===== config.mk =====
export PLATFORM = sky130hd
export DESIGN_NAME = sscp_range
export DESIGN_NICKNAME = d
export VERILOG_FILES = /design/src/hw/rtl/sscp_pkg.sv /design/src/hw/rtl/sscp_range.sv
export SDC_FILE = /design/constraint.sdc
export NUM_CORES = 2
export LEC_CHECK = 0
export CAP_MARGIN = 20
export CORE_MARGIN = 5
export CORE_UTILIZATION = 45
export CTS_CLUSTER_DIAMETER = 60
export CTS_CLUSTER_SIZE = 10
export DETAILED_ROUTE_END_ITERATION = 7
export DONT_BUFFER_PORTS = 1
export PLACE_DENSITY = 0.6
export SYNTH_ARGS = -nofsm -noshare
export SYNTH_HDL_FRONTEND = slang
export SYNTH_SLANG_ARGS = --single-unit
export TNS_END_PERCENT = 10

===== constraint.sdc =====
create_clock -name clk -period 10.7 [get_ports clk]
set_input_delay 0.535 -clock clk [delete_from_list [all_inputs] [get_ports clk]]
set_output_delay 0.535 -clock clk [all_outputs]
set_load 0.1 [all_outputs]

===== src/hw/rtl/sscp_pkg.sv =====
`timescale 1ns / 1ps
// Package for the strided slice chunk projection block.
// Holds the register indexes, the configuration struct and the words carried between stages.
// No dependencies.
package sscp_pkg;

  localparam int unsigned WordW = 32;
  localparam int unsigned WideW = 64;
  localparam int unsigned IdxW  = 3;

  localparam logic [IdxW-1:0] REG_START  = 3'd0;
  localparam logic [IdxW-1:0] REG_STOP   = 3'd1;
  localparam logic [IdxW-1:0] REG_STRIDE = 3'd2;
  localparam logic [IdxW-1:0] REG_CLEN   = 3'd3;
  localparam logic [IdxW-1:0] REG_DIM    = 3'd4;

  typedef struct packed {
    logic [WordW-1:0] start;
    logic [WordW-1:0] stop;
    logic [WordW-1:0] stride;
    logic [WordW-1:0] clen;
    logic [WordW-1:0] dim;
  } cfg_t;

  typedef struct packed {
    logic [WordW-1:0] id;
    logic [WordW-1:0] cn;
    logic             flag;
    logic             oor;
    logic             start_ge;
    logic [WideW-1:0] offset;
    logic [WordW-1:0] limit;
    logic [WordW-1:0] first_a;
  } range_t;

  typedef struct packed {
    logic [WordW-1:0] id;
    logic [WordW-1:0] cn;
    logic [WordW-1:0] limit;
    logic [WordW-1:0] first;
    logic [WordW-1:0] cstop;
    logic [WordW-1:0] iopos;
    logic             skip;
    logic             oor;
    logic             empty;
  } place_t;

  typedef struct packed {
    logic [WordW-1:0] id;
    logic [WordW-1:0] cn;
    logic [WordW-1:0] limit;
    logic [WordW-1:0] first;
    logic [WordW-1:0] last;
    logic [WordW-1:0] cstop;
    logic [WordW-1:0] iopos;
    logic [WordW-1:0] count;
    logic             skip;
    logic             oor;
  } result_t;

endpackage


===== src/hw/rtl/sscp_range.sv =====
`timescale 1ns / 1ps
// Front end: running id, chunk offset product, chunk limit and range flags.
// Two register stages; feeds the start divider. Uses sscp_pkg.
module sscp_range (
  input  logic                          clk,
  input  logic                          rst,
  input  logic                          en,
  input  logic                          acc,
  input  logic [sscp_pkg::WordW-1:0]    chunk_number,
  input  logic                          first_in_range,
  input  sscp_pkg::cfg_t                cfg,
  output logic                          vld_out,
  output sscp_pkg::range_t              rng_out,
  output logic [sscp_pkg::WideW-1:0]    diff_out
);

  logic [sscp_pkg::WordW-1:0] id_counter;
  logic                       a_vld;
  logic [sscp_pkg::WordW-1:0] a_id;
  logic [sscp_pkg::WordW-1:0] a_cn;
  logic                       a_flag;
  logic [sscp_pkg::WideW-1:0] a_offset;

  logic                       b_vld;
  sscp_pkg::range_t           b_rng;
  logic [sscp_pkg::WideW-1:0] b_diff;

  logic [sscp_pkg::WideW-1:0] end_abs;
  logic [sscp_pkg::WordW-1:0] stop_dim;
  sscp_pkg::range_t           rng_next;

  always_ff @(posedge clk) begin
    if (rst) begin
      id_counter <= '0;
      a_vld      <= 1'b0;
      b_vld      <= 1'b0;
    end else if (en) begin
      a_vld <= acc;
      b_vld <= a_vld;
      if (acc) begin
        id_counter <= id_counter + 1'b1;
      end
    end
  end

  always_ff @(posedge clk) begin
    if (en) begin
      a_id     <= id_counter + 1'b1;
      a_cn     <= chunk_number;
      a_flag   <= first_in_range;
      a_offset <= {32'b0, cfg.clen} * {32'b0, chunk_number};
    end
  end

  always_comb begin
    end_abs  = a_offset + {32'b0, cfg.clen};
    stop_dim = (cfg.stop < cfg.dim) ? cfg.stop : cfg.dim;
    rng_next.id       = a_id;
    rng_next.cn       = a_cn;
    rng_next.flag     = a_flag;
    rng_next.offset   = a_offset;
    rng_next.limit    = (end_abs < {32'b0, stop_dim}) ? end_abs[31:0] : stop_dim;
    rng_next.oor      = a_offset >= {32'b0, cfg.dim};
    rng_next.start_ge = {32'b0, cfg.start} >= a_offset;
    rng_next.first_a  = cfg.start - a_offset[31:0];
  end

  always_ff @(posedge clk) begin
    if (en) begin
      b_rng  <= rng_next;
      b_diff <= a_offset - {32'b0, cfg.start};
    end
  end

  assign vld_out  = b_vld;
  assign rng_out  = b_rng;
  assign diff_out = b_diff;

endmodule


# ---- Yosys cells after proc, flatten, opt, wreduce, memory -nomap -nowiden
# Cells that the tools add are included.
dict set report totals {
  ff_bits 422
}
dict set report classes {
  order_cmp 4
  n_reduce_logical 1
  n_mux 2
  mul 1
  add_sub_neg 4
}
# operator n
set op_table {}
lappend op_table {{$add A64 B32 Y64} 1}
lappend op_table {{$ge A32 B64 Y1} 1}
lappend op_table {{$ge A64 B32 Y1} 1}
lappend op_table {{$lt A64 B32 Y1} 1}
lappend op_table {{$mul A32 B32 Y64} 1}
lappend op_table {{$mux W32} 2}
lappend op_table {{$sub A64 B32 Y64} 1}
lappend op_table {{$add A32 B1 Y32 const B} 1}
lappend op_table {{$lt A32 B32 Y1} 1}
lappend op_table {{$sub A32 B32 Y32} 1}
lappend op_table {{$reduce_and A2 Y1} 1}

# ---- Longest topological paths before layout
dict set report depth {
  depth_word 4
  depth_mapped 31
}

# ---- Least setup slack after synthesis
# Ideal clock, no wire load.
dict set report synth_path {
  path_type {in2reg}
  startpoint {input chunk_number[2] in the netlist's numbering}
  endpoint {register a_offset[50] in the netlist's numbering (data pin)}
  slack_ns 2.730
  setup_ns 0.266
  n_path_buf 1
  path_stages 26
  t_required_ns 10.434
  arrival_time_ns 7.704
  path_cell_list {clkbuf_1 and2_1 fa_1 inv_1 fa_1 fa_1 fa_1 inv_1 fa_1 inv_1 fa_1 inv_1 fa_1 fa_1 ha_1 and4_1 a221o_1 a221o_1 a31o_2 a221oi_2 or4b_1 nand3_1 a41oi_1 nor2_1 a31o_2 xor2_1}
}
dict set report synth_between {
  elab_chain_len 1
}
# element line_no
set synth_lines {}
lappend synth_lines {{from (decl)} sscp_range.sv:9} ;# input logic [sscp_pkg::WordW-1:0] chunk_number,
lappend synth_lines {{$mul A32 B32 Y64} sscp_range.sv:51} ;# a_offset <= {32'b0, cfg.clen} * {32'b0, chunk_number};
lappend synth_lines {{to (signal assigned)} sscp_range.sv:51}
lappend synth_lines {{to (decl)} sscp_range.sv:22} ;# logic [sscp_pkg::WideW-1:0] a_offset;
# Every way passes these cells.
# A chain may end at the register's enable or synchronous reset.

# ---- Final worst setup path
dict set report layout_path {
  startpoint {input chunk_number[2] in the netlist's numbering}
  endpoint {register a_offset[61] in the netlist's numbering (data pin)}
}
# The elaborated chain is that of the path after synthesis.

==> flow_summary.yaml <==
routing:
  finalWirelength_um: 169000
  drt_pre_antenna_iters: 6
  viasPerCell: 5.55
  avgRoutedWirePerCell_um: 23.3
  drt_iter0_markers: 2816
  final_antenna_net_count: 0
  drc: 0
  vias: 40200
cts:
  ctsResizeCount: 0
  cts_buffers: 54
  post_cts_buffers: 0
  cts_tree: "done"
  root_buffer: "clkbuf_16"
  clock_sinks: 421
  htreeDepth: 2
  cts_buffer_depth: 3
  cts_hold_buf: 34
  clock_latency_ps: 680
  clkTransAtPathRegs_ps: 50
finish:
  utilization_pct: 47.6
  final_cell_mix: "inv_1 (1020), fa_1 (899), and2_1 (604)"
  layout_commonest_cell: "inv_1"
  nets: 7095
  area_delta_synth_final_pct: 5.42
  drive_gt1_share_pct: 2.22
  finalInstanceArea_um2: 59700
critical_path:
  cp_max_fo: 33
  endpoint_kind: "flop"
  worst_r2r_path_depth: 24
  start_kind: "input port"
  crit_arrival_ps: 8400
  crit_type: "input port to flop"
  crit_required_ps: 11080
grt:
  grt.total_usage_pct: 25.4
  antenna_found_initial: 6
  grt_overflow: 0
  grt_pass1_wl_um: 259000
  grt_pass1_vias: 42500
  grt_max_degree: 392
floorplan:
  rows: 130
  fp.dieH_um: 365
  fp.dieArea_um2: 133000
  start_util_pct: 45.2
  die_w_um: 365
  core-area_um2: 125000
  io_pins: 457
worst_hold_path:
  hold_depth: 0
  hold_path.class: "input port to flop"
status:
  violations: "max-slew violations"
  status: "finished, violations left"
sta:
  fin_skew_ps: 47.1
  timing.final.crit_share_pct: 75.0
  final.setup.tns_ps: 0
  min_period_ps: 8020
  relSlewSlack_pct: -21.8
  rsz0062_at_grt: "no"
  slew_viol_final: 169
  hold_viol: 0
  final-setup-viol-count: 0
  worst_slew_pin_slew_ps: 1830
  max_freq_ghz: 0.125
place:
  place_area_um2: 57700
  portBuffers: 0
  dp_hpwl_um: 129000
  gp_congestion: 0.916
logic_synthesis:
  synthesis.nets: 7282
  synth-warning-count: 0
  synth_ff_type: "edfxtp_1"
  syn_inst: 5733
  ys_ff_latch: 421
  avgSynthCellArea_um2: 9.88
  ys_async_sr_fraction_pct: 0
  seq_area_frac_synth_pct: 21.7
  synthesis.area_um2: 56600
  ys_types: 93
  synth_edf_count: 387
run:
  maxCapViolCount: 0
## stage by stage
stage,hold slack (ps),std cells,setup WS (ps)
after floorplan,400,5733,2730
after global placement,400,7106,2020
after detailed placement,405,7106,1970
after CTS,10.9,7236,2570
after global routing,35.3,7242,2250
final,87.1,7242,2680
## layout make-up
type                    count  area (µm²)
repair buffers             43         438
flip-flops and latches    421       12300
inverters                1020        3830
clock buffers              78        1480
clock inverters            18         199
diodes                      6        15.0
multi-input cells        4006       39400
fillers                 11800       65700
well taps                1650        2060
## registers in the layout, indices dropped and copies added (netlist names)
signal	cells
a_flag	1
a_id	32
id_counter	32
a_vld	1
diff_out	63
rng_out	195
a_cn	32
a_offset	64
vld_out	1
## critical path: stages
cell	delay, ps
and2_1	170
fa_1	540
inv_1	50
fa_1	500
fa_1	470
fa_1	550
inv_1	50
fa_1	500
inv_1	50
fa_1	530
inv_1	50
fa_1	490
fa_1	410
ha_1	390
and4_1	290
and3_1	220
and3_1	160
a32oi_1	120
a31oi_1	650
nand4_1	250
a31oi_1	200
o22ai_1	140
o21ai_0	400
a31oi_1	220
o31ai_1	330
xor2_1	110
## kinds of logic after synthesis
family	count (synthesis)	share of synthesized area (%)
buffers and inverters	1306	8.78
XOR/XNOR	237	3.66
multiplexers	74	1.33
AO/OA/AOI/OAI	635	7.21
AND/OR/NAND/NOR	1708	15.5
flip-flops	421	21.7
adder cells (fa/ha/maj)	1352	41.8
## layer usage
| layer | global-route usage [%] | vias up | wire, µm |
|---|---|---|---|
| li1 | - | 17800 | - |
| met1 | 33.7 | 20800 | 70600 |
| met2 | 42.4 | 1402 | 80600 |
| met3 | 5.39 | 219 | 13500 |
| met4 | 6.68 | 2 | 4080 |
| met5 | 0 | - | 13 |
## synth_stat cells (39+ instances only)
cell type     n  area (µm²)
a21o_1      108         811
a21oi_1     198         991
and2_1      604        3780
clkbuf_1    262         983
edfxtp_1    387       11600
fa_1        899       18000
ha_1        453        5670
inv_1      1020        3830
mux2i_1      68         681
nand2_1     576        2160
nand3_1      68         340
nand4_1      55         344
nor2_1      179         672
nor3_1       39         195
o21ai_0     121         606
xnor2_1     143        1250
xor2_1       94         823
## worst paths after layout
check | startpoint | end | slack [ps]
hold reg to reg | a_id[7] | rng_out[170] | 390
setup / recovery | chunk_number[2] | a_offset[61] | 2680
setup reg to reg | a_offset[0] | rng_out[56] | 2810
hold / removal | en | a_cn[17] | 90
Power is not shown: default switching activity piles up to over one toggle a cycle in this logic, so the estimate is an artifact.
