--- src/hw/rtl/sscp_pkg.sv ---
`timescale 1ns / 1ps
// Package for the strided slice chunk projection block.
// Holds the register indexes, the configuration struct and the words carried between stages.
// No dependencies.
package sscp_pkg;

  localparam int unsigned WordW = 32;
  localparam int unsigned WideW = 64;
  localparam int unsigned IdxW  = 3;

  localparam logic [IdxW-1:0] REG_START  = 3'd0;
  localparam logic [IdxW-1:0] REG_STOP   = 3'd1;
  localparam logic [IdxW-1:0] REG_STRIDE = 3'd2;
  localparam logic [IdxW-1:0] REG_CLEN   = 3'd3;
  localparam logic [IdxW-1:0] REG_DIM    = 3'd4;

  typedef struct packed {
    logic [WordW-1:0] start;
    logic [WordW-1:0] stop;
    logic [WordW-1:0] stride;
    logic [WordW-1:0] clen;
    logic [WordW-1:0] dim;
  } cfg_t;

  typedef struct packed {
    logic [WordW-1:0] id;
    logic [WordW-1:0] cn;
    logic             flag;
    logic             oor;
    logic             start_ge;
    logic [WideW-1:0] offset;
    logic [WordW-1:0] limit;
    logic [WordW-1:0] first_a;
  } range_t;

  typedef struct packed {
    logic [WordW-1:0] id;
    logic [WordW-1:0] cn;
    logic [WordW-1:0] limit;
    logic [WordW-1:0] first;
    logic [WordW-1:0] cstop;
    logic [WordW-1:0] iopos;
    logic             skip;
    logic             oor;
    logic             empty;
  } place_t;

  typedef struct packed {
    logic [WordW-1:0] id;
    logic [WordW-1:0] cn;
    logic [WordW-1:0] limit;
    logic [WordW-1:0] first;
    logic [WordW-1:0] last;
    logic [WordW-1:0] cstop;
    logic [WordW-1:0] iopos;
    logic [WordW-1:0] count;
    logic             skip;
    logic             oor;
  } result_t;

endpackage

--- src/hw/rtl/sscp_finish.sv ---
`timescale 1ns / 1ps
// Back end: element count, last touched point and the output register.
// Three register stages after the count divider. Uses sscp_pkg.
module sscp_finish (
  input  logic                          clk,
  input  logic                          rst,
  input  logic                          en,
  input  logic                          vld_in,
  input  sscp_pkg::place_t              pl_in,
  input  logic [sscp_pkg::WordW-1:0]    quot_in,
  input  logic [sscp_pkg::WordW-1:0]    rem_in,
  input  sscp_pkg::cfg_t                cfg,
  output logic                          vld_out,
  output sscp_pkg::result_t             res_out
);

  logic                       f_vld;
  sscp_pkg::place_t           f_pl;
  logic [sscp_pkg::WordW-1:0] f_count;

  logic                       g_vld;
  sscp_pkg::place_t           g_pl;
  logic [sscp_pkg::WordW-1:0] g_count;
  logic [sscp_pkg::WordW-1:0] g_step;

  logic                       h_vld;
  sscp_pkg::result_t          h_res;
  sscp_pkg::result_t          res_next;

  always_ff @(posedge clk) begin
    if (rst) begin
      f_vld <= 1'b0;
      g_vld <= 1'b0;
      h_vld <= 1'b0;
    end else if (en) begin
      f_vld <= vld_in;
      g_vld <= f_vld;
      h_vld <= g_vld;
    end
  end

  // The final item's result is below 2^32, so the low half of the product suffices.
  always_comb begin
    res_next.id    = g_pl.id;
    res_next.cn    = g_pl.cn;
    res_next.limit = g_pl.limit;
    res_next.first = g_pl.first;
    res_next.last  = g_pl.first + g_step;
    res_next.cstop = g_pl.cstop;
    res_next.iopos = g_pl.iopos;
    res_next.count = g_count;
    res_next.skip  = 1'b0;
    res_next.oor   = 1'b0;
    if (g_pl.oor) begin
      res_next.oor   = 1'b1;
      res_next.first = '0;
      res_next.last  = '0;
      res_next.cstop = '0;
      res_next.iopos = '0;
      res_next.count = '0;
    end else if (g_pl.skip) begin
      res_next.skip  = 1'b1;
      res_next.first = '0;
      res_next.last  = '0;
      res_next.cstop = '0;
      res_next.count = '0;
    end else if (g_pl.empty) begin
      res_next.last  = g_pl.first;
      res_next.count = '0;
    end
  end

  always_ff @(posedge clk) begin
    if (en) begin
      f_pl    <= pl_in;
      f_count <= quot_in + {31'b0, rem_in != '0};
      g_pl    <= f_pl;
      g_count <= f_count;
      g_step  <= 32'(cfg.stride * (f_count - 1'b1));
      h_res   <= res_next;
    end
  end

  assign vld_out = h_vld;
  assign res_out = h_res;

endmodule

--- config.mk ---
export PLATFORM = sky130hd
export DESIGN_NAME = sscp_finish
export DESIGN_NICKNAME = d
export VERILOG_FILES = /design/src/hw/rtl/sscp_pkg.sv /design/src/hw/rtl/sscp_finish.sv
export SDC_FILE = /design/constraint.sdc
export NUM_CORES = 2
export LEC_CHECK = 0
export BUFFER_PORTS_ARGS = -buffer_cell sky130_fd_sc_hd__buf_2
export CORE_AREA = 3 3 301 362
export DETAILED_ROUTE_END_ITERATION = 16
export DIE_AREA = 0 0 304 365
export GPL_TIMING_DRIVEN = 0
export HOLD_SLACK_MARGIN = 0.05
export PLACE_DENSITY_LB_ADDON = 0.12
export SYNTH_ARGS = -nofsm -noshare
export SYNTH_HDL_FRONTEND = slang
export SYNTH_SLANG_ARGS = --single-unit
--- constraint.sdc ---
create_clock -name clk -period 15.4 [get_ports clk]
set_input_delay 3.08 -clock clk [delete_from_list [all_inputs] [get_ports clk]]
set_output_delay 3.08 -clock clk [all_outputs]
set_load 0.01 [all_outputs]
* After elaboration in Yosys (flattened, before gate mapping)
Cells that the tools add are included.
** Word-level totals
- Output and inout bits :: 259
- Bits in registers :: 747
** Cells by class
- Muxes and demuxes :: 3
- Reduce and logical (&&, ||, !) cells :: 3
- $add $sub $neg :: 3
- Multiply operators :: 1
** Operator list (number)
- $add A32 B1 Y32 :: 1
- $add A32 B32 Y32 :: 1
- $mul A32 B32 Y32 :: 1
- $mux W32 :: 1
- $reduce_bool A32 Y1 :: 1
- $sub A32 B1 Y32 const B :: 1
- $reduce_or A3 Y1 :: 1
- $mux W1 :: 2
- $reduce_or A2 Y1 :: 1

* Logic depth before layout (Yosys ltp)
- Depth after elaboration :: 2
- Depth in mapped cells :: 37
- Depth with buffers taken out :: 33

* Least setup slack after synthesis
Ideal clock, no wire load.
- Path kind :: input -> register
- From :: in cfg[76] (netlist bit)
- To :: reg g_step[31] (netlist bit), data pin
- Slack :: 5608 ps
- Setup time :: 262 ps
- Data arrival time :: 9530 ps
- Required time :: 15138 ps
- Cell stages on the path :: 24
- Cell sequence :: clkbuf_1 clkbuf_1 and2_1 fa_1 fa_1 fa_1 inv_1 fa_1 inv_1 fa_1 inv_1 fa_1 inv_1 fa_1 fa_1 ha_1 nor2_1 or3b_2 o31ai_1 nand2_1 a21o_1 a21oi_1 a211oi_1 xnor2_1
** Between the ends
- Cells in the longest elaborated chain, start to end :: 1
** RTL lines
- start, declared :: RTL line sscp_finish.sv:12 : input sscp_pkg::cfg_t cfg,
- $mul A32 B32 Y32 :: RTL line sscp_finish.sv:79 : g_step <= 32'(cfg.stride * (f_count - 1'b1));
- end signal, assigned :: RTL line sscp_finish.sv:79
- end, declared :: RTL line sscp_finish.sv:24 : logic [sscp_pkg::WordW-1:0] g_step;
Every way passes these cells.
A chain may end at the register's enable or synchronous reset.

* Worst setup path after layout
- From :: reg f_count[0] (netlist bit)
- To :: reg g_step[31] (netlist bit), data pin
** Between the ends
- Cells in the longest elaborated chain, start to end :: 2
** RTL lines
- start, declared :: RTL line sscp_finish.sv:19 : logic [sscp_pkg::WordW-1:0] f_count;
- start signal, assigned :: RTL line sscp_finish.sv:76 : f_count <= quot_in + {31'b0, rem_in != '0};
- $sub A32 B1 Y32 :: RTL line sscp_finish.sv:79
- $mul A32 B32 Y32 :: RTL line sscp_finish.sv:79
Every way passes these cells.

==> results_dict.tcl <==
set metrics [dict create \
    period_share_pct 79.8 \
    hold_path.class "flop to flop" \
    hold_viol_final 0 \
    cts_made_buffers 77 \
    crit_fanout 10 \
    dpl_worst_slack_ns 2.95 \
    critical-path-top-delay-family "adder cells" \
    die_x_um 304 \
    grt_util_met2_pct 35.7 \
    max_slew.worst_pin.slew_ns 1.43 \
    syn-instance-count 3112 \
    synth_top_area_share_pct 53.0 \
    synth_cell_types 70 \
    io_pins 682 \
    wl_um 121000 \
    wire_per_inst_um 23.2 \
    path_class "flop to flop" \
    crit_arrival_ns 12.67 \
    fin_ws_ns 3.12 \
    grt_max_degree 132 \
    synth_nets 4101 \
    worst-r2r-cell-count 33 \
    drt_iter0_drc 1776 \
    first_global_vias 26000 \
    fin_crit_ns 12.28 \
    met3_usage_pct 5.59 \
    viasPerCell 4.89 \
    synthArstFlopShare_pct 0 \
    dieArea_um2 111000 \
    fin_skew_ns 0.0540 \
    grt_usage_pct 21.9 \
    cts_hold_buffers 0 \
    synth_seq_area_share_pct 53.1 \
    cts_tree "yes" \
    grt_remaining_overflow 0 \
    worst_path_largest_cell_delay_ns 0.70 \
    startpoint_type "flop" \
    hold_depth 0 \
    slew_viol_final 0 \
    start_util_pct 39.8 \
    cts_resized 0 \
    final_layout_size_suffix_gt1_share_pct 18.2 \
    yosysWarningCount 0 \
    yosysTopAreaCell "edfxtp_1" \
    status "complete, no violations" \
    slew_headroom_pct 4.44 \
    antenna_left 0 \
    maxCapViolCount 0 \
    met1_usage_pct 28.5 \
    place.gp.congestion 0.911 \
    path_buf_inv 9 \
    max-clock-path-buffers 3 \
    end_kind "flop" \
    cpMostUsedCell "xnor2_1" \
    grt_pass1_wl_um 177000 \
    synth_edf_count 744 \
    cts.sinks 747 \
    areaGrowthSynthToFinish_pct 17.2 \
    rsz0062_at_grt "false" \
    synth_common_cells "edfxtp_1 (744), inv_1 (433), fa_1 (409), nand2_1 (276), and2_1 (266)" \
    setup_viol 0 \
    clk_pin_slew_ns 0.06 \
    cpMaxStageDelayCell "clkbuf_1" \
    core-area_um2 106000 \
    htree_levels 3 \
    grt_antenna_before_repair 33 \
    worstPathRequired_ns 15.79 \
    port_buffers 548 \
    synth_area_per_cell_um2 13.6 \
    die_h_um 365 \
    hold_slack_ns 0.368 \
    tns_ns 0 \
    fmax_mhz 81.4 \
    clock_latency_ns 0.67 \
    cts_setup_buffers 0 \
    clock-root-buffer "clkbuf_16" \
    yosysMostFrequentCell "edfxtp_1" \
    synthFlopType "edfxtp_1" \
    synthTopCellsByArea "edfxtp_1 (53%), fa_1 (19%), ha_1 (4.7%)" \
    nets 4734 \
    synth_area_um2 42200 \
    dpl.hpwl_um 96800 \
    synth-seq-cells 747 \
    path_depth 33 \
    grt-busiest-layer "met2" \
    fill_cells 9725 \
    num_vias 25500 \
    drc 0 \
    drt-pass1-iter-count 5 \
    rows 131 \
]
[stage by stage]
stage | cells | utilization (%) | cell area [µm²]
5_1_grt | 5205 | 46.6 | 49400
6_report | 5213 | 46.6 | 49400
4_1_cts | 5203 | 46.6 | 49400
3_5_place_dp | 5062 | 44.2 | 46900
3_3_place_gp | 5056 | 44.0 | 46700
2_1_floorplan | 3112 | - | 42200
[worst paths after layout]
check / start / end / slack, ns
worst max-delay path: f_count[0] / g_step[31] / 3.12
worst min register to register: f_pl[116] / g_pl[116] / 0.37
worst max register to register: f_count[0] / g_step[31] / 3.12
worst min-delay path: f_pl[116] / g_pl[116] / 0.37
[cells in the final DEF, fill, tap and decap left out, types with 7 or more instances in the layout]
| cell type | count |
|---|---|
| mux2i_1 | 11 |
| or4_1 | 7 |
| clkbuf_16 | 77 |
| ha_1 | 157 |
| nor3_1 | 19 |
| nand2_1 | 276 |
| buf_2 | 549 |
| nand3_1 | 32 |
| o21bai_1 | 10 |
| diode_2 | 10 |
| edfxtp_1 | 744 |
| o21a_1 | 7 |
| nand4_1 | 8 |
| fa_1 | 409 |
| or3_1 | 7 |
| nor4_1 | 13 |
| inv_1 | 433 |
| nor2b_1 | 143 |
| clkinv_2 | 11 |
| clkinv_1 | 15 |
| xor2_1 | 39 |
| a21oi_1 | 50 |
| a211oi_1 | 9 |
| nor2_1 | 70 |
| nand2b_1 | 25 |
| xnor2_1 | 111 |
| clkbuf_1 | 123 |
| o21ai_0 | 25 |
| and2_1 | 266 |
| and3_1 | 14 |
| a21o_1 | 29 |
[registers in the layout, summed over array words and instances (netlist names)]
| signal | count |
|---|---|
| res_out | 258 |
| f_pl | 195 |
| g_pl | 195 |
| f_count | 32 |
| g_count | 32 |
| g_step | 32 |
| f_vld | 1 |
| g_vld | 1 |
| vld_out | 1 |
[worst register-to-register path, delay by kind of cell, from the launching register on]
family	cells	cell delay, ns
flip-flops	1	0.57
adder cells (fa/ha/maj)	9	4.21
buffers and inverters	9	3.07
AND/OR/NAND/NOR	3	0.96
XOR/XNOR	12	3.20
[cell type report]
type | count | area (µm²) | area share [%]
flip-flops and latches | 747 | 22400 | 45.3
multi-input cells | 1823 | 17800 | 36.0
repair buffers | 554 | 2920 | 5.90
clock buffers | 95 | 1990 | 4.03
well taps | 1396 | 1750 | 3.53
inverters | 433 | 1630 | 3.29
clock inverters | 46 | 533 | 1.08
plain buffers | 109 | 412 | 0.833
diodes | 10 | 25.0 | 0.0506
[per-layer routing]
layer / wire [µm] / vias up
met5: 202 / -
met4: 4350 / 32
met3: 8500 / 209
met2: 56900 / 786
met1: 51200 / 12900
li1: - / 11500
[kinds of logic after synthesis]
group	synth area share [%]
simple gates	11.5
flops	53.1
fa+ha+maj	24.1
buf+inv	4.83
compound gates	2.71
xor+xnor	3.54
mux	0.261
Power is left out: the tool's default activity adds up to more than one toggle a clock period on the data nets, which glitch-free logic cannot reach.
