$ cat config.mk
export PLATFORM = sky130hd
export DESIGN_NAME = sscp_place
export DESIGN_NICKNAME = d
export VERILOG_FILES = /design/src/hw/rtl/sscp_pkg.sv /design/src/hw/rtl/sscp_place.sv
export SDC_FILE = /design/constraint.sdc
export NUM_CORES = 1
export LEC_CHECK = 0
export BUFFER_PORTS_ARGS = -buffer_cell sky130_fd_sc_hd__clkbuf_2
export CAP_MARGIN = 20
export CORE_AREA = 8 8 252 254
export DETAILED_ROUTE_END_ITERATION = 16
export DIE_AREA = 0 0 260 262
export HOLD_SLACK_MARGIN = 0.1
export PLACE_DENSITY_LB_ADDON = 0.12
export SYNTH_ARGS = -nofsm -noshare
export SYNTH_HDL_FRONTEND = slang
export SYNTH_SLANG_ARGS = --single-unit
$ cat constraint.sdc
create_clock -name clk -period 6.45 [get_ports clk]
set_input_delay 0 -clock clk [delete_from_list [all_inputs] [get_ports clk]]
set_output_delay 0 -clock clk [all_outputs]
set_load 0.005 [all_outputs]
$ cat src/hw/rtl/sscp_pkg.sv
`timescale 1ns / 1ps
// Package for the strided slice chunk projection block.
// Holds the register indexes, the configuration struct and the words carried between stages.
// No dependencies.
package sscp_pkg;

  localparam int unsigned WordW = 32;
  localparam int unsigned WideW = 64;
  localparam int unsigned IdxW  = 3;

  localparam logic [IdxW-1:0] REG_START  = 3'd0;
  localparam logic [IdxW-1:0] REG_STOP   = 3'd1;
  localparam logic [IdxW-1:0] REG_STRIDE = 3'd2;
  localparam logic [IdxW-1:0] REG_CLEN   = 3'd3;
  localparam logic [IdxW-1:0] REG_DIM    = 3'd4;

  typedef struct packed {
    logic [WordW-1:0] start;
    logic [WordW-1:0] stop;
    logic [WordW-1:0] stride;
    logic [WordW-1:0] clen;
    logic [WordW-1:0] dim;
  } cfg_t;

  typedef struct packed {
    logic [WordW-1:0] id;
    logic [WordW-1:0] cn;
    logic             flag;
    logic             oor;
    logic             start_ge;
    logic [WideW-1:0] offset;
    logic [WordW-1:0] limit;
    logic [WordW-1:0] first_a;
  } range_t;

  typedef struct packed {
    logic [WordW-1:0] id;
    logic [WordW-1:0] cn;
    logic [WordW-1:0] limit;
    logic [WordW-1:0] first;
    logic [WordW-1:0] cstop;
    logic [WordW-1:0] iopos;
    logic             skip;
    logic             oor;
    logic             empty;
  } place_t;

  typedef struct packed {
    logic [WordW-1:0] id;
    logic [WordW-1:0] cn;
    logic [WordW-1:0] limit;
    logic [WordW-1:0] first;
    logic [WordW-1:0] last;
    logic [WordW-1:0] cstop;
    logic [WordW-1:0] iopos;
    logic [WordW-1:0] count;
    logic             skip;
    logic             oor;
  } result_t;

endpackage

$ cat src/hw/rtl/sscp_place.sv
`timescale 1ns / 1ps
// Middle stages: first touched point, output position, skip test and in-chunk stop.
// Three register stages between the two dividers. Uses sscp_pkg.
module sscp_place (
  input  logic                          clk,
  input  logic                          rst,
  input  logic                          en,
  input  logic                          vld_in,
  input  sscp_pkg::range_t              rng_in,
  input  logic [sscp_pkg::WordW-1:0]    quot_in,
  input  logic [sscp_pkg::WordW-1:0]    rem_in,
  input  sscp_pkg::cfg_t                cfg,
  output logic                          vld_out,
  output sscp_pkg::place_t              pl_out,
  output logic [sscp_pkg::WordW-1:0]    span_out
);

  logic                       c_vld;
  sscp_pkg::range_t           c_rng;
  logic [sscp_pkg::WordW-1:0] c_first;
  logic [sscp_pkg::WordW-1:0] c_iopos;

  logic                       d_vld;
  sscp_pkg::place_t           d_pl;

  logic                       e_vld;
  sscp_pkg::place_t           e_pl;
  logic [sscp_pkg::WordW-1:0] e_span;

  logic                       rem_nz;
  sscp_pkg::place_t           d_next;
  sscp_pkg::place_t           e_next;

  assign rem_nz = rem_in != '0;

  always_ff @(posedge clk) begin
    if (rst) begin
      c_vld <= 1'b0;
      d_vld <= 1'b0;
      e_vld <= 1'b0;
    end else if (en) begin
      c_vld <= vld_in;
      d_vld <= c_vld;
      e_vld <= d_vld;
    end
  end

  always_comb begin
    d_next.id    = c_rng.id;
    d_next.cn    = c_rng.cn;
    d_next.limit = c_rng.limit;
    d_next.first = c_first;
    d_next.iopos = c_iopos;
    d_next.oor   = c_rng.oor;
    d_next.empty = 1'b0;
    d_next.skip  = !c_rng.flag &&
                   ((c_rng.offset + {32'b0, c_first}) >= {32'b0, c_rng.limit});
    if (cfg.stop > c_rng.limit) begin
      d_next.cstop = cfg.clen;
    end else if ({32'b0, cfg.stop} >= c_rng.offset) begin
      d_next.cstop = cfg.stop - c_rng.offset[31:0];
    end else begin
      d_next.cstop = '0;
    end
  end

  always_comb begin
    e_next       = d_pl;
    e_next.empty = d_pl.first >= d_pl.cstop;
  end

  always_ff @(posedge clk) begin
    if (en) begin
      c_rng <= rng_in;
      if (rng_in.start_ge) begin
        c_first <= rng_in.first_a;
        c_iopos <= '0;
      end else begin
        c_first <= rem_nz ? cfg.stride - rem_in : '0;
        c_iopos <= quot_in + {31'b0, rem_nz};
      end
      d_pl   <= d_next;
      e_pl   <= e_next;
      e_span <= d_pl.cstop - d_pl.first;
    end
  end

  assign vld_out  = e_vld;
  assign pl_out   = e_pl;
  assign span_out = e_span;

endmodule

Word-level counts from Yosys, hierarchy flattened
Cells that the tools add are included.

Add/sub/neg operators: 5. Multipliers: 0. Divide/modulo/power cells: 0. Magnitude comparators: 4. Equality and inequality tests: 0. Shift-type cells: 0. Multiplexer cells: 4. Bitwise logic cells: 0. Reduce and logical (&&, ||, !) cells: 3.

Operators by type and width (count): 2-to-1 mux 32 bit (4); subtractor 32 bit (3); adder 64 x 32 -> 64 bit (1); >= comparator 32 x 64 -> 1 bit (1); >= comparator 64 x 32 -> 1 bit (1); adder 32 x 1 -> 32 bit (1); >= comparator 32 bit (1); greater-than comparator 32 bit (1); nonzero test 32 bit (1); logical AND 1 bit (1); zero test 1 bit (1).

Flip-flop bits (word level): 650. Latch bits: 0. Memory bits (writable): 0. ROM bits: 0. Bits of input ports: 423. Output and inout port bits: 228. Logic and storage cells: 45. Memories kept: 0.

Longest topological paths before layout
Gate-level depths: netlist (run 1).

Depth in word-level cells: 3. Depth in mapped cells: 26. Gate-level depth less buffers: 26.

Worst setup path before layout (run 1)
No wires, ideal clock.

Path kind: reg2reg. Start: register c_rng[64] (netlist bit). End: register d_pl[2] (netlist bit), data pin. Setup time: 275 ps. Arrival: 4278 ps. Required time: 6175 ps. Path slack: 1896 ps. Stages on the path, launching flop included: 27. Cell sequence: edfxtp_1 -> ha_1 -> inv_1 -> fa_1 -> nand2b_1 -> a21oi_2 -> a21oi_2 -> o31ai_4 -> a21boi_0 -> nor2b_1 -> o21ai_0 -> nand2b_1 -> a41o_1 -> a21oi_1 -> xnor2_1 -> ha_1 -> nand3_1 -> nor3_1 -> o211ai_1 -> a21oi_1 -> and3b_1 -> nand4_1 -> nor4_1 -> and3_1 -> o2111ai_1 -> nor4_2 -> a41oi_2.

RTL lines: start, declared (line sscp_place.sv:19) `sscp_pkg::range_t c_rng;`; start signal, assigned (line sscp_place.sv:74) `c_rng <= rng_in;`; end signal, assigned (line sscp_place.sv:82) `d_pl <= d_next;`; end, declared (line sscp_place.sv:24) `sscp_pkg::place_t d_pl;`.

==> results of run 1 <==
==> area by class of cell <==
class,count,area [um2],area share [%]
antenna,12,30.0,0.0745
clock buffer,86,1820,4.52
clock inverter,41,392,0.972
inverter,172,646,1.60
multi-input combinational,1366,9840,24.4
sequential,650,19500,48.4
tap,782,978,2.43
timing repair buffer,999,7100,17.6
==> sequential cells by signal, indices dropped and copies added, names as in the netlist <==
signal and count:
span_out 32, d_pl 194, pl_out 195, c_rng 162, d_vld 1, c_first 32, c_iopos 32, c_vld 1
vld_out 1
==> metal layers <==
layer	vias to the layer above	share of wire, %	GRT usage (%)
met5	-	0.037	0
met4	4	3.6	9.76
met3	186	6.6	5.55
met2	851	50	44.8
met1	10800	40	31.0
li1	10500	-	-
==> through the flow <==
step	hold WS, ps	worst slack [ps]	instance area [um2]
2_1_floorplan	72.4	1900	30100
4_1_cts	101	1010	40200
5_1_grt	101	667	40300
3_3_place_gp	177	1090	34000
6_report	113	991	40300
3_5_place_dp	179	1050	34000
==> where the power goes <==
part	leakage, nW	internal, mW	switching (mW)
sequential	6.38	5.08	0.190
combinational	9.44	0.944	1.11
clock	1.08	2.23	1.66
total	16.9	8.25	2.96
==> kinds of logic (layout without fill, tap and decap cells) <==
logic type | after synthesis | in the layout
AO/OA/AOI/OAI | 494 | 494
XOR/XNOR | 134 | 134
adder cells (fa/ha/maj) | 197 | 197
buffers and inverters | 203 | 1298
flip-flops | 650 | 650
multiplexers | 9 | 9
other | 0 | 12
AND/OR/NAND/NOR | 532 | 532
==> worst reg2reg max path: cells and delay by family, from the launching register on <==
family	cells	cell delay, ps
AOI/OAI and AO/OA	11	1820
xor gates and xnor gates	1	140
adders and majority gates	3	910
buffers and inverters	1	70
DFF	1	360
and+or+nand+nor	10	1870
==> final timing paths <==
kind                                           start                   to  slack, ps  cells after the start
worst max-delay path            c_first[0]$_DFFE_PP_    d_pl[2]$_DFFE_PP_        990                     26
worst min-delay path                      rng_in[59]  c_rng[59]$_DFFE_PP_        110                      2
worst max register to register  c_first[0]$_DFFE_PP_    d_pl[2]$_DFFE_PP_        990                     26
worst min register to register  c_rng[166]$_DFFE_PP_  d_pl[166]$_DFFE_PP_        410                      0
==> placed cells by master (no fill, tap or decap), drive strengths merged, types with 6 or more instances in the layout <==
cell type,Yosys,layout
mux2i,9,9
or2,6,6
clkbuf,23,671
xor2,54,54
or3,19,19
and4,6,6
nor2,109,109
and3,26,26
o21bai,18,18
o211ai,11,11
a31oi,14,14
ha,193,193
a2111oi,6,6
nand3,45,45
a21o,77,77
nor2b,31,31
dlygate4sd3,0,405
o31ai,11,11
nand2b,14,14
edfxtp,647,647
nand2,136,136
xnor2,80,80
o21ai,110,110
nor4,27,27
nand4,46,46
a21oi,125,125
a211oi,16,16
inv,172,177
buf,8,9
a22o,24,24
and2,13,13
o21a,23,23
diode,0,12
nor3,39,39
o2111ai,9,9
clkinv,0,27
==> impl_metrics.tcl, run 1 <==
set metrics [dict create \
    grt_first_pass_wirelength_mm 133 \
    synthMuxAreaShare_pct 0.299 \
    ys_seq_area_share_pct 64.7 \
    fmax_ghz 0.183 \
    synthTopCellsByCount "edfxtp_1, ha_1, inv_1" \
    grt_overflow 0 \
    cts_resized 0 \
    cts-root-buf "clkbuf_16" \
    ys_warn_count 0 \
    yosysTopAreaCell "edfxtp_1" \
    clk_latency_ps 610 \
    wire_per_inst_um 22.2 \
    drt-total-wl_mm 91.2 \
    worst_slew_pin_slew_ps 1240 \
    dp_hpwl_mm 68.1 \
    finalPower_mw 11.2 \
    core_area_um2 59600 \
    die_w_um 260 \
    crit_type "flop to flop" \
    synth_cell_type_count 92 \
    post-route-period-util_pct 84.6 \
    async_flop_share_pct 0 \
    maxSlewHeadroom_pct 17.2 \
    grt_max_degree 198 \
    fin_util_pct 67.7 \
    critPathMaxFanout 4 \
    synthSimpleGateAreaFrac_pct 8.95 \
    grt_usage_pct 25.7 \
    synth_compound_area_share_pct 11.2 \
    dp.cells 3563 \
    peakVddDrop_mv 0.258 \
    hold_viol_final 0 \
    maxCapViolations 0 \
    crit_buf_inv 1 \
    num_vias 22400 \
    period_minus_slack_ps 5460 \
    nets 3878 \
    vias_per_cell 5.45 \
    area_growth_pct 33.9 \
    antenna_found_initial 13 \
    hold_buffers 404 \
    drv_slew 0 \
    synth_area_leaders "edfxtp_1, ha_1, xnor2_1" \
    synth_xor_area_share_pct 3.90 \
    powerDensity_nw_per_um2 278 \
    drtIter0Drc 1602 \
    gp_congestion 0.914 \
    synth.most_common_cell "edfxtp_1" \
    h-tree-depth 3 \
    cts_sinks 650 \
    crit_path_end_kind "flop" \
    setup_viol 0 \
    syn_area_um2 30100 \
    post_cts_buffers 0 \
    first_pass_iters 5 \
    syn_area_per_cell_um2 13.6 \
    drive_gt1_share_pct 22.1 \
    cts-buffers-inserted 69 \
    critPathMaxStageDelay_ps 410 \
    clock_skew_ps 19.7 \
    grt_setup_unrepaired "false" \
    die_y_um 262 \
    cp-start-kind "flop" \
    hold_path_class "primary input to flop" \
    arrival_ps 5790 \
    drcViolationCount 0 \
    numPortBuffers 586 \
    synthesis.nets 2839 \
    p_leak_nw 16.9 \
    synthFlopType "edfxtp_1" \
    tns_ps 0 \
    row_count 90 \
    clk_path_buf_depth 3 \
    clk_pin_slew_ps 60 \
    postRouteAntennaNets 0 \
    synthAdderAreaFrac_pct 8.29 \
    ys_seq_elements 650 \
    die-area_um2 68100 \
    run_status "finished, final reports clean" \
    cts_tree "done" \
    critPathSlowestCell "nor4_2" \
    synth_top_family_by_area "compound AO/OA/AOI/OAI gates" \
    yosys.area.top_type_share_pct 64.5 \
    grt_pass1_vias 23000 \
    crit_required_ps 6780 \
    synth_enable_flop_cells 647 \
    synthCells 2219 \
    fill_cells 4282 \
    fin_cells 4108 \
    crit_family "simple AND/OR/NAND/NOR gates" \
    initial_core_util_pct 50.5 \
    top_level_ports 651 \
]
No activity file was read; power rests on OpenSTA's default activity.
==> run 2: changes to the inputs <==
--- a/config.mk
+++ b/config.mk
@@ -7,9 +7,9 @@
 export LEC_CHECK = 0
 export BUFFER_PORTS_ARGS = -buffer_cell sky130_fd_sc_hd__clkbuf_2
 export CAP_MARGIN = 20
-export CORE_AREA = 8 8 252 254
+export CORE_AREA = 8 8 255 257
 export DETAILED_ROUTE_END_ITERATION = 16
-export DIE_AREA = 0 0 260 262
+export DIE_AREA = 0 0 263 265
 export HOLD_SLACK_MARGIN = 0.1
 export PLACE_DENSITY_LB_ADDON = 0.12
 export SYNTH_ARGS = -nofsm -noshare
==> constraint.sdc (replaced) <==
create_clock -name clk -period 4.7 [get_ports clk]
set_input_delay 0 -clock clk [delete_from_list [all_inputs] [get_ports clk]]
set_output_delay 0 -clock clk [all_outputs]
set_load 0.005 [all_outputs]
==> run 2 against run 1 <==
Effect of this change:
- the flow now finishes with violations (negative setup slack)
- power up 43%
- setup slack worse by 1000 ps
- first-iteration DRC count rose by 10%
- final cell count rose by 2.6%
- cell area is 2.9% higher
- count of clock-buffer cells in the layout decreased by 3
- critical path depth stayed put
- clock skew grew 3.9 ps
- critical endpoint unchanged
- largest power group unchanged
==> impl_metrics.tcl, run 2 (synthesis results as in run 1) <==
set metrics [dict create \
    row_count 91 \
    intPower_mw 11.9 \
    combinationalPowerShare_pct 19.2 \
    cts-buffers-inserted 71 \
    p_sw_share_pct 26.3 \
    crit_buf_inv 1 \
    drive_gt1_share_pct 24.8 \
    crit_type "flop to flop" \
    critPathMaxStageDelay_ps 360 \
    antenna_found_initial 12 \
    grt_max_degree 134 \
    whs_ps 113 \
    core_area_um2 61000 \
    hold_viol_final 0 \
    grt_overflow 0 \
    cts-root-buf "clkbuf_16" \
    clk_pin_slew_ps 60 \
    final_cell_mix "edfxtp_1, clkbuf_2, dlygate4sd3_1" \
    period_minus_slack_ps 4750 \
    maxSlewHeadroom_pct 29.8 \
    numPortBuffers 586 \
    worst_slew_pin_slew_ps 1050 \
    critPathSlowestCell "edfxtp_1" \
    crit_required_ps 5030 \
    setup_ws_ps -47.6 \
    fmax_ghz 0.211 \
    drtIter0Drc 1767 \
    rrSetupSlack_ps -50 \
    top_level_ports 651 \
    initial_core_util_pct 49.3 \
    powerDensity_nw_per_um2 388 \
    die_w_um 263 \
    peakVddDrop_mv 0.321 \
    grt_first_pass_wirelength_mm 139 \
    postRouteAntennaNets 0 \
    wire_per_inst_um 22.3 \
    p_leak_nw 17.5 \
    critPathMaxFanout 2 \
    crit_path_end_kind "flop" \
    violations "negative setup slack" \
    clkPwrFrac_pct 36.0 \
    cpMostUsedCell "a21oi_1" \
    grt_usage_pct 25.9 \
    cts_tree "done" \
    gp_congestion 0.923 \
    dp_hpwl_mm 70.8 \
    setup_viol 1 \
    run_status "finished with violations" \
    final_common_cell "edfxtp_1" \
    fill_cells 4445 \
    drv_slew 0 \
    grt_pass1_vias 23600 \
    hold_path_class "primary input to flop" \
    vias_per_cell 5.38 \
    die_y_um 265 \
    arrival_ps 5080 \
    post-route-period-util_pct 101 \
    area_growth_pct 37.7 \
    cp-start-kind "flop" \
    finalPower_mw 16.1 \
    cts_sinks 650 \
    largest_register_ffs 195 \
    clk_latency_ps 620 \
    nets 3970 \
    grt_setup_unrepaired "true" \
    drcViolationCount 0 \
    crit_family "compound AO/OA/AOI/OAI gates" \
    h-tree-depth 3 \
    clock_skew_ps 23.7 \
    drt-total-wl_mm 93.7 \
    first_pass_iters 5 \
    die-area_um2 69700 \
    num_vias 22700 \
    power.net_switching_mw 4.23 \
    maxCapViolations 0 \
    clk_path_buf_depth 3 \
    p_seq_share_pct 44.9 \
]
## run 2: cell count changes in the layout (fill, tap and decap cells not counted), sizes merged, moves of 2 or more
| cell | delta |
|---|---|
| clkinv | +2 |
| clkbuf | -3 |
| diode | +2 |
| buf | +80 |
| dlygate4sd3 | +10 |
| bufinv | +6 |
## run 2: cell type report
cell class / instances / area [um2] / share of cell area, %
inverter: 172 / 646 / 1.56
clock inverter: 49 / 636 / 1.53
antenna: 14 / 35.0 / 0.0845
tap: 790 / 988 / 2.38
sequential: 650 / 19500 / 47.0
clock buffer: 83 / 1820 / 4.39
multi-input combinational: 1366 / 10000 / 24.2
timing repair buffer: 1089 / 7810 / 18.8
## run 2: power by group through the flow
stage / Combinational [mW] / Clock [mW] / Sequential [mW]
global placement: 2.60 / 0 / 7.31
CTS: 3.01 / 5.88 / 7.21
floorplan: 1.52 / 0 / 7.22
detailed placement: 2.63 / 0 / 7.33
finish: 3.08 / 5.79 / 7.22
global route: 3.36 / 6.11 / 7.26
## run 2: timing repair
item	CTS	global route
hold endpoints to repair	351	2
hold buffers	413	2
setup buffers	6	4
pin swaps	14	13
endpoints found under the setup margin	1	1
gates resized for setup	21	9
## run 2: worst paths after layout
kind,startpoint,endpoint,depth (start not counted)
max,c_first[0]$_DFFE_PP_,d_pl[2]$_DFFE_PP_,26
min,rng_in[161],c_rng[161]$_DFFE_PP_,2
max reg2reg,c_first[0]$_DFFE_PP_,d_pl[2]$_DFFE_PP_,26
min reg2reg,d_pl[161]$_DFFE_PP_,pl_out[161]$_DFFE_PP_,0
## run 2: through the flow
stage                     util (%)  instances  setup TNS, ps  setup WS (ps)  area, um2
final                         67.9       4213          -47.6          -47.6      41500
after global routing          67.9       4211           -329           -329      41400
after CTS                     67.7       4193              0           4.52      41300
after detailed placement      56.6       3642           -340           -340      34500
after global placement        56.6       3642           -180           -180      34500
after floorplan                  -       2219              0            147      30100
## run 2: metal layers
metal,GRT usage [%],wire [um]
met5,0,0
met1,31.3,37100
met4,11.3,3780
met2,45.0,46700
met3,5.11,6180
## run 2: worst reg2reg max path: cells and delay by family (launching register included)
family | cells | cell delay (ps)
compound gates | 13 | 1690
xor+xnor | 1 | 150
fa+ha+maj | 3 | 840
buf+inv | 1 | 50
flops | 1 | 360
simple gates | 8 | 1380
